<file path="config.mk">
export PLATFORM = sky130hd
export DESIGN_NAME = arp_cache_and_responder_unit
export DESIGN_NICKNAME = d
export VERILOG_FILES = /design/src/design/arpc_pkg.sv /design/src/design/arpc_table.sv /design/src/design/arp_cache_and_responder_unit.sv
export SDC_FILE = /design/constraint.sdc
export NUM_CORES = 2
export LEC_CHECK = 0
export BUFFER_PORTS_ARGS = -buffer_cell sky130_fd_sc_hd__clkbuf_2
export CORE_ASPECT_RATIO = 1.2
export CORE_UTILIZATION = 35
export DETAILED_ROUTE_END_ITERATION = 7
export GPL_TIMING_DRIVEN = 0
export REMOVE_ABC_BUFFERS = 1
export SLEW_MARGIN = 10
export SYNTH_ARGS = -nofsm -noshare
export SYNTH_HDL_FRONTEND = slang
export SYNTH_SLANG_ARGS = --single-unit
</file>
<file path="constraint.sdc">
create_clock -name i_clk -period 32.3 [get_ports i_clk]
set_input_delay 3.23 -clock i_clk [delete_from_list [all_inputs] [get_ports i_clk]]
set_output_delay 3.23 -clock i_clk [all_outputs]
set_load 0.05 [all_outputs]
</file>
<file path="src/design/arpc_pkg.sv">
// Package for the ARP cache and responder.
// Holds the item and result structs, code constants, FSM states and table controls.
// No dependencies.
package arpc_pkg;

    localparam int TABLE_ENTRIES_DEF = 16;

    // Configuration register map: 64-bit registers at 8-byte steps.
    localparam int APB_ADDR_W = 5;
    localparam int APB_DATA_W = 64;
    localparam logic [1:0] REG_DYNAMIC_ARP = 2'd0;
    localparam logic [1:0] REG_LOCAL_MAC   = 2'd1;
    localparam logic [1:0] REG_LOCAL_IP    = 2'd2;

    // Item kinds.
    localparam logic [1:0] KIND_PKT     = 2'd0;
    localparam logic [1:0] KIND_ADD     = 2'd1;
    localparam logic [1:0] KIND_DEL     = 2'd2;
    localparam logic [1:0] KIND_RESOLVE = 2'd3;

    // Received ARP opcodes.
    localparam logic [15:0] OP_REQUEST = 16'h0001;
    localparam logic [15:0] OP_REPLY   = 16'h0002;

    // Emitted ARP opcodes.
    localparam logic [1:0] OUT_OP_NONE    = 2'd0;
    localparam logic [1:0] OUT_OP_REQUEST = 2'd1;
    localparam logic [1:0] OUT_OP_REPLY   = 2'd2;

    // Result status codes.
    localparam logic [2:0] STAT_DONE        = 3'd0;
    localparam logic [2:0] STAT_REPLY       = 3'd1;
    localparam logic [2:0] STAT_REQUEST     = 3'd2;
    localparam logic [2:0] STAT_HIT         = 3'd3;
    localparam logic [2:0] STAT_MISS        = 3'd4;
    localparam logic [2:0] STAT_DEL_MISSING = 3'd5;
    localparam logic [2:0] STAT_NO_RECORD   = 3'd6;
    localparam logic [2:0] STAT_FULL        = 3'd7;

    typedef struct packed {
        logic [1:0]  kind;
        logic [7:0]  port;
        logic [15:0] arp_operation;
        logic [47:0] peer_mac;
        logic [31:0] peer_ip;
        logic [31:0] target_ip;
        logic        cache_only;
    } t_in;

    typedef struct packed {
        logic [2:0]  status;
        logic [7:0]  out_port;
        logic [1:0]  out_operation;
        logic [47:0] out_sender_mac;
        logic [31:0] out_sender_ip;
        logic [47:0] out_target_mac;
        logic [31:0] out_target_ip;
        logic [47:0] resolved_mac;
    } t_out;

    typedef enum logic [1:0] {
        ST_IDLE,
        ST_SCAN,
        ST_FINISH
    } t_state;

    // Table write controls for one cycle.
    typedef struct packed {
        logic key_we;     // write IP and port
        logic mac_we;     // write MAC
        logic set_valid;
        logic clr_valid;
    } t_tbl_ctl;

endpackage

</file>
<file path="src/design/arpc_table.sv">
// Binding table of the ARP cache: valid flags in flip-flops, IP/MAC/port in memory.
// One registered read port and one write port. Depends on arpc_pkg.
module arpc_table #(
    parameter int ENTRIES = arpc_pkg::TABLE_ENTRIES_DEF,
    parameter int AW      = 4
) (
    input  logic               i_clk,
    input  logic               i_rst_n,
    input  arpc_pkg::t_tbl_ctl i_ctl,
    input  logic [AW-1:0]      i_wr_addr,
    input  logic [31:0]        i_wr_ip,
    input  logic [47:0]        i_wr_mac,
    input  logic [7:0]         i_wr_port,
    input  logic               i_rd_en,
    input  logic [AW-1:0]      i_rd_addr,
    output logic               o_rd_valid,
    output logic [31:0]        o_rd_ip,
    output logic [47:0]        o_rd_mac,
    output logic [7:0]         o_rd_port
);
    import arpc_pkg::*;

    logic [ENTRIES-1:0] r_valid;
    logic [31:0]        r_mem_ip   [ENTRIES];
    logic [47:0]        r_mem_mac  [ENTRIES];
    logic [7:0]         r_mem_port [ENTRIES];
    logic               r_rd_valid;
    logic [31:0]        r_rd_ip;
    logic [47:0]        r_rd_mac;
    logic [7:0]         r_rd_port;

    always_ff @(posedge i_clk) begin
        if (!i_rst_n) begin
            r_valid <= '0;
        end else if (i_ctl.set_valid) begin
            r_valid[i_wr_addr] <= 1'b1;
        end else if (i_ctl.clr_valid) begin
            r_valid[i_wr_addr] <= 1'b0;
        end
    end

    always_ff @(posedge i_clk) begin
        if (i_ctl.key_we) begin
            r_mem_ip[i_wr_addr]   <= i_wr_ip;
            r_mem_port[i_wr_addr] <= i_wr_port;
        end
        if (i_ctl.mac_we) begin
            r_mem_mac[i_wr_addr] <= i_wr_mac;
        end
    end

    always_ff @(posedge i_clk) begin
        if (i_rd_en) begin
            r_rd_valid <= r_valid[i_rd_addr];
            r_rd_ip    <= r_mem_ip[i_rd_addr];
            r_rd_mac   <= r_mem_mac[i_rd_addr];
            r_rd_port  <= r_mem_port[i_rd_addr];
        end
    end

    assign o_rd_valid = r_rd_valid;
    assign o_rd_ip    = r_rd_ip;
    assign o_rd_mac   = r_rd_mac;
    assign o_rd_port  = r_rd_port;

endmodule

</file>
<file path="src/design/arp_cache_and_responder_unit.sv">
// ARP cache and responder, top level: APB register file, scan sequencer, result register.
// Table items (learn, add, delete, resolve) reach a registered result after a
// one-entry-per-cycle scan through the table's single read port; a new item is taken
// only after the result of the last one is registered. Received packets that do not
// learn skip the scan. A stalled output holds the result step and the next item.
// Synchronous active-low reset empties the table and clears the configuration registers to zero.
module arp_cache_and_responder_unit #(
    parameter int TABLE_ENTRIES = arpc_pkg::TABLE_ENTRIES_DEF
) (
    input  logic                                i_clk,
    input  logic                                i_rst_n,
    input  logic                                i_in_valid,
    output logic                                o_in_stall,
    input  arpc_pkg::t_in                       i_in_data,
    output logic                                o_out_valid,
    input  logic                                i_out_stall,
    output arpc_pkg::t_out                      o_out_data,
    input  logic                                psel,
    input  logic                                penable,
    input  logic                                pwrite,
    input  logic [arpc_pkg::APB_ADDR_W-1:0]     paddr,
    input  logic [arpc_pkg::APB_DATA_W-1:0]     pwdata,
    output logic [arpc_pkg::APB_DATA_W-1:0]     prdata,
    output logic                                pready
);
    import arpc_pkg::*;

    localparam int AW = (TABLE_ENTRIES > 1) ? $clog2(TABLE_ENTRIES) : 1;
    localparam int CW = $clog2(TABLE_ENTRIES + 1);

    // Configuration registers.
    logic        r_dynamic_arp;
    logic [47:0] r_local_mac;
    logic [31:0] r_local_ip;

    t_state      r_state, n_state;
    t_in         r_item;
    logic [CW-1:0] r_cnt;
    logic        r_chk;
    logic [AW-1:0] r_chk_idx;
    logic        r_found;
    logic [AW-1:0] r_hit_idx;
    logic [47:0] r_hit_mac;
    logic        r_free_found;
    logic [AW-1:0] r_free_idx;
    logic        r_out_valid;
    t_out        r_out, n_out;

    logic        cfg_write;
    logic        in_accept;
    logic        slot_free;
    logic        scan_done;
    logic        rd_en;
    logic [AW-1:0] rd_addr;
    logic        rd_valid;
    logic [31:0] rd_ip;
    logic [47:0] rd_mac;
    logic [7:0]  rd_port;
    logic [31:0] key_ip;
    logic        use_port;
    logic        is_learn;
    logic        hit_now;
    logic        free_now;
    logic        needs_scan;
    t_tbl_ctl    tbl_ctl, fin_ctl;
    logic [AW-1:0] wr_addr;

    // ---------------- Configuration port ----------------
    assign pready    = 1'b1;
    assign cfg_write = psel && penable && pwrite;

    always_ff @(posedge i_clk) begin
        if (!i_rst_n) begin
            r_dynamic_arp <= 1'b0;
            r_local_mac   <= '0;
            r_local_ip    <= '0;
        end else if (cfg_write) begin
            unique case (paddr[4:3])
                REG_DYNAMIC_ARP: r_dynamic_arp <= pwdata[0];
                REG_LOCAL_MAC:   r_local_mac   <= pwdata[47:0];
                REG_LOCAL_IP:    r_local_ip    <= pwdata[31:0];
                default: ;
            endcase
        end
    end

    always_comb begin
        unique case (paddr[4:3])
            REG_DYNAMIC_ARP: prdata = {63'd0, r_dynamic_arp};
            REG_LOCAL_MAC:   prdata = {16'd0, r_local_mac};
            REG_LOCAL_IP:    prdata = {32'd0, r_local_ip};
            default:         prdata = '0;
        endcase
    end

    // ---------------- Table ----------------
    arpc_table #(
        .ENTRIES (TABLE_ENTRIES),
        .AW      (AW)
    ) u_table (
        .i_clk      (i_clk),
        .i_rst_n    (i_rst_n),
        .i_ctl      (tbl_ctl),
        .i_wr_addr  (wr_addr),
        .i_wr_ip    (r_item.peer_ip),
        .i_wr_mac   (r_item.peer_mac),
        .i_wr_port  (r_item.port),
        .i_rd_en    (rd_en),
        .i_rd_addr  (rd_addr),
        .o_rd_valid (rd_valid),
        .o_rd_ip    (rd_ip),
        .o_rd_mac   (rd_mac),
        .o_rd_port  (rd_port)
    );

    // ---------------- Shared compare unit ----------------
    assign is_learn = (r_item.kind == KIND_ADD) ||
                      (r_item.kind == KIND_PKT && r_item.arp_operation == OP_REPLY);
    assign use_port = (r_item.kind == KIND_DEL) || (r_item.kind == KIND_RESOLVE);
    assign key_ip   = (r_item.kind == KIND_RESOLVE) ? r_item.target_ip : r_item.peer_ip;
    assign hit_now  = r_chk && rd_valid && (rd_ip == key_ip) &&
                      (!use_port || rd_port == r_item.port);
    assign free_now = r_chk && !rd_valid;

    // A received packet other than a reply never touches the table.
    assign needs_scan = !(i_in_data.kind == KIND_PKT && i_in_data.arp_operation != OP_REPLY);
    assign scan_done  = (r_cnt == CW'(TABLE_ENTRIES));
    assign slot_free  = !r_out_valid || !i_out_stall;
    assign in_accept  = i_in_valid && !o_in_stall;

    // ---------------- Next state ----------------
    always_comb begin
        n_state = r_state;
        unique case (r_state)
            ST_IDLE: begin
                if (i_in_valid) begin
                    n_state = needs_scan ? ST_SCAN : ST_FINISH;
                end
            end
            ST_SCAN: begin
                if (scan_done) begin
                    n_state = ST_FINISH;
                end
            end
            ST_FINISH: begin
                if (slot_free) begin
                    n_state = ST_IDLE;
                end
            end
            default: n_state = ST_IDLE;
        endcase
    end

    // ---------------- Sequencer outputs ----------------
    always_comb begin
        o_in_stall = 1'b1;
        rd_en      = 1'b0;
        rd_addr    = r_cnt[AW-1:0];
        tbl_ctl    = '0;
        unique case (r_state)
            ST_IDLE:   o_in_stall = 1'b0;
            ST_SCAN:   rd_en = !scan_done;
            ST_FINISH: begin
                if (slot_free) begin
                    tbl_ctl = fin_ctl;
                end
            end
            default: ;
        endcase
    end

    // ---------------- Result and table update ----------------
    always_comb begin
        n_out   = '0;
        fin_ctl = '0;
        wr_addr = r_found ? r_hit_idx : r_free_idx;
        unique case (r_item.kind)
            KIND_PKT, KIND_ADD: begin
                if (is_learn) begin
                    priority if (r_found) begin
                        fin_ctl.mac_we = 1'b1;
                        n_out.status   = STAT_DONE;
                    end else if (r_free_found) begin
                        fin_ctl.key_we    = 1'b1;
                        fin_ctl.mac_we    = 1'b1;
                        fin_ctl.set_valid = 1'b1;
                        n_out.status      = STAT_DONE;
                    end else begin
                        n_out.status = STAT_FULL;
                    end
                end else if (r_item.arp_operation == OP_REQUEST &&
                             r_item.target_ip == r_local_ip) begin
                    n_out.status         = STAT_REPLY;
                    n_out.out_port       = r_item.port;
                    n_out.out_operation  = OUT_OP_REPLY;
                    n_out.out_sender_mac = r_local_mac;
                    n_out.out_sender_ip  = r_item.target_ip;
                    n_out.out_target_mac = r_item.peer_mac;
                    n_out.out_target_ip  = r_item.peer_ip;
                end else begin
                    n_out.status = STAT_DONE;
                end
            end
            KIND_DEL: begin
                if (r_found) begin
                    fin_ctl.clr_valid = 1'b1;
                    n_out.status      = STAT_DONE;
                end else begin
                    n_out.status = STAT_DEL_MISSING;
                end
            end
            KIND_RESOLVE: begin
                priority if (r_found) begin
                    n_out.status       = STAT_HIT;
                    n_out.resolved_mac = r_hit_mac;
                end else if (r_item.cache_only) begin
                    n_out.status = STAT_MISS;
                end else if (r_dynamic_arp) begin
                    n_out.status         = STAT_REQUEST;
                    n_out.out_port       = r_item.port;
                    n_out.out_operation  = OUT_OP_REQUEST;
                    n_out.out_sender_mac = r_local_mac;
                    n_out.out_sender_ip  = r_local_ip;
                    n_out.out_target_ip  = r_item.target_ip;
                end else begin
                    n_out.status = STAT_NO_RECORD;
                end
            end
            default: n_out = '0;
        endcase
    end

    // ---------------- Registers ----------------
    always_ff @(posedge i_clk) begin
        if (!i_rst_n) begin
            r_state      <= ST_IDLE;
            r_cnt        <= '0;
            r_chk        <= 1'b0;
            r_found      <= 1'b0;
            r_free_found <= 1'b0;
            r_out_valid  <= 1'b0;
        end else begin
            r_state <= n_state;
            if (in_accept) begin
                r_cnt        <= '0;
                r_chk        <= 1'b0;
                r_found      <= 1'b0;
                r_free_found <= 1'b0;
            end else if (r_state == ST_SCAN) begin
                if (!scan_done) begin
                    r_cnt <= r_cnt + CW'(1);
                end
                r_chk <= !scan_done;
                // Only the first match and the lowest free entry count.
                if (hit_now && !r_found) begin
                    r_found <= 1'b1;
                end
                if (free_now && !r_free_found) begin
                    r_free_found <= 1'b1;
                end
            end
            if (r_state == ST_FINISH && slot_free) begin
                r_out_valid <= 1'b1;
            end else if (!i_out_stall) begin
                r_out_valid <= 1'b0;
            end
        end
    end

    always_ff @(posedge i_clk) begin
        if (in_accept) begin
            r_item <= i_in_data;
        end
        if (r_state == ST_SCAN) begin
            r_chk_idx <= r_cnt[AW-1:0];
            if (hit_now && !r_found) begin
                r_hit_idx <= r_chk_idx;
                r_hit_mac <= rd_mac;
            end
            if (free_now && !r_free_found) begin
                r_free_idx <= r_chk_idx;
            end
        end
        if (r_state == ST_FINISH && slot_free) begin
            r_out <= n_out;
        end
    end

    assign o_out_valid = r_out_valid;
    assign o_out_data  = r_out;

    // ---------------- Assertions ----------------
    a_cnt_bound: assert property (@(posedge i_clk) disable iff (!i_rst_n)
        r_cnt <= CW'(TABLE_ENTRIES))
        else $error("scan counter ran past the table");

    a_write_in_finish: assert property (@(posedge i_clk) disable iff (!i_rst_n)
        (tbl_ctl.key_we || tbl_ctl.mac_we || tbl_ctl.set_valid || tbl_ctl.clr_valid)
        |-> r_state == ST_FINISH)
        else $error("table written outside the finish step");

    a_result_from_finish: assert property (@(posedge i_clk) disable iff (!i_rst_n)
        $rose(o_out_valid) |-> $past(r_state) == ST_FINISH)
        else $error("result appeared without a finished transaction");

    a_chk_in_scan: assert property (@(posedge i_clk) disable iff (!i_rst_n)
        r_chk |-> r_state == ST_SCAN)
        else $error("table compare pending outside the scan");

endmodule

</file>
==> summary.txt <==
Status
  – Status: finished, final reports clean

Logic synthesis
  – Most instantiated library cell after synthesis: edfxtp_1
  – EDFF count, synth: ~1.9k
  – Leading area contributor after synthesis: edfxtp_1
  – Async set or reset register ratio after synthesis: 0%
  – Mapped Cells: 3560
  – Avg Synthesized Cell Area: ~21 sq um
  – Top cells by count, synth: edfxtp_1, mux4_2, nand2_1
  – Post-synth top flop: edfxtp_1
  – Syn Std Cell Area: approximately 0.076 sq mm
  – Synthesized flop and latch total: 2025
  – Cell variety after synth: 58
  – Register area share after synthesis: about four fifths
  – Synth area leaders: edfxtp_1, mux4_2, dfxtp_1
  – Syn. warnings: 0
  – Share of the synthesized area in the top cell type: 75.5%

Clock network
  – Hold-fix buffers at CTS: 0
  – Clock sink count: 2025
  – CTS tree: built
  – Max Root-Sink Buffers: 3
  – H-tree depth: 4
  – Post-CTS setup buffers: 0
  – CTS Root Cell: clkbuf_16
  – CTS Buf Count: 201
  – Worst-Skew Late Latency: roughly 870 ps
  – CTS resizes: 0
  – Clk slew on worst S/H paths: 60 ps

Drt
  – Pre-antenna DRT Iters: 5
  – WL per Instance: 27.4 um
  – DRT iter0 DRCs: between 3k and 4k
  – Final wirelength: approximately 200000 um
  – Via density: around 5.2
  – Antenna Nets Post-Route: 0
  – Vias: 37.8k
  – DRC Markers: 0

Placement
  – Placed wire-length estimate: about 130000 um
  – Number of port buffers: between 400 and 500
  – DP Cell Count: just under 7k
  – GPL Wtd Cong: 0.797
  – Area after DPL: between 0.08 and 0.09 sq mm

Timing
  – Slew @ Worst Pin: between 1000 and 1500 ps
  – Clk_skew: roughly 63 ps
  – Fmax: around 130 MHz
  – Min Tclk post-route: roughly 8000 ps
  – Setup_tns: 0 ps
  – Hold Vio Cnt, Final: 0
  – Max Slew Vio Count: 0
  – RSZ-0062 raised after global routing: false
  – Final setup vio count: 0
  – Final worst-path cycle share: 24.7%
  – Max transition margin: 19.2%

Cells and area
  – Post-Layout Cell Count: just over 7k
  – Layout cells sized above 1: between 30 and 40%
  – Area Growth Syn to Fin: 20.8%
  – Final #Nets: ~4.4k
  – Layout fillers: ~19k
  – Footprint of the multi-input gates: 0.0159 sq mm
  – Finished Cell Area: 0.0921 sq mm
  – FF+latch area: between 0.05 and 0.06 sq mm

Power
  – Power, Total: between 5000 and 6000 uW
  – Lkg Pwr: a little under 0.03 uW
  – Cell Pwr Density: 63.4 mW/mm^2
  – Max rail drop VDD: just under 0.00005 V

Worst setup path
  – Critical setup path kind: in2out
  – Critical path endpoint category: output port
  – CP Data Arrival Time: 4740 ps
  – Critical path fanouts, max: 32
  – Critical path launch point type: primary input
  – Worst EP required: around 29000 ps

Hold path
  – Worst hold path type: reg2reg

Flow run
  – MaxCap Viol Count: 0

GRT
  – Initial antenna violation count: 6
  – GRT overflow: 0
  – Vias in the first global route: ~39k
  – Largest net degree at the start of global routing: 56
  – Global-route wire length before repair: around 280000 um
  – Total global-route track usage: ~18%

Die
  – Core area: around 0.22 sq mm
  – Starting Density: 35.2%
  – Die Area: roughly 0.22 sq mm
  – IO Count: 503
  – Row cnt: 187
  – Die Span X: around 430 um
  – Die height: between 500 and 600 um
==> cells in the final DEF (no fill, tap or decap), drive strengths merged, types with 48 or more instances in the layout <==
master	netlist	final
nor2	61	61
clkbuf	125	693
a22o	97	97
dfxtp	108	108
and2	122	122
a21boi	81	81
nand2	189	189
mux4	445	445
clkinv	0	109
buf	73	179
and3	48	48
edfxtp	1917	1917
==> critical path: stages <==
cell and delay, ps:
clkbuf_2 170, nor2b_4 530, buf_12 270, nand2_1 70
o21ai_0 130, clkbuf_2 340
==> flip-flops by register name, summed over array words and instances, names as in the netlist, 5 cells and up, named ones only <==
signal and cells:
r_local_ip 32, u_table.o_rd_ip 32, u_table.r_mem_ip 512, u_table.o_rd_port 8, u_table.o_rd_mac 48, o_out_data 221
r_hit_mac 48, r_local_mac 48, r_cnt 5, u_table.r_mem_port 128, r_item 139, u_table.r_mem_mac 768
==> final cells by class <==
type | instances | share of cell area (%)
antenna | 3 | 0.00815
clock buffer | 227 | 5.59
clock inverter | 150 | 1.80
sequential | 2025 | 64.9
multi-input combinational | 1327 | 17.3
inverter | 25 | 0.102
tap | 2835 | 3.85
timing repair buffer | 645 | 6.50
==> report_power, final <==
group          total (uW)  switching, uW  internal [uW]
sequential           3060           92.0           2970
clock                2400           1040           1360
combinational         375            238            137
total                5840           1370           4460
==> worst paths after layout <==
kind                             end  cells after the start                           from  slack, ps
max                        prdata[0]                      6                       paddr[3]      24330
max reg2reg  r_hit_mac[26]$_DFFE_PP_                     14          r_item[138]$_DFFE_PP_      27030
min reg2reg   r_hit_mac[9]$_DFFE_PP_                      0  u_table.o_rd_mac[9]$_DFFE_PP_        390
min           r_hit_mac[9]$_DFFE_PP_                      0  u_table.o_rd_mac[9]$_DFFE_PP_        390
==> kinds of logic (layout without fill, tap and decap cells) <==
family,after synthesis,count (layout),share of synthesized area (%)
compound gates,271,271,2.83
xor+xnor,69,69,0.793
fa+ha+maj,2,2,0.0328
buf+inv,223,1047,1.28
flops,2025,2025,78.3
mux,464,464,13.4
other cells,2,20,0.00985
simple gates,504,504,3.32
==> stage by stage <==
stage	hold WS [ps]	setup WS, ps	utilization (%)
final	390	24330	42.6
after CTS	377	24340	42.6
after floorplan	400	11060	-
after global routing	405	24250	42.6
after global placement	405	-5300	37.6
after detailed placement	405	24340	39.4
==> layer usage <==
metal | track usage, % | share of wire [%]
met2 | 30.3 | 51
met5 | 0 | 0.020
met1 | 23.5 | 41
met3 | 3.15 | 5.9
met4 | 4.98 | 2.4
(Power assumes the default switching activity.)
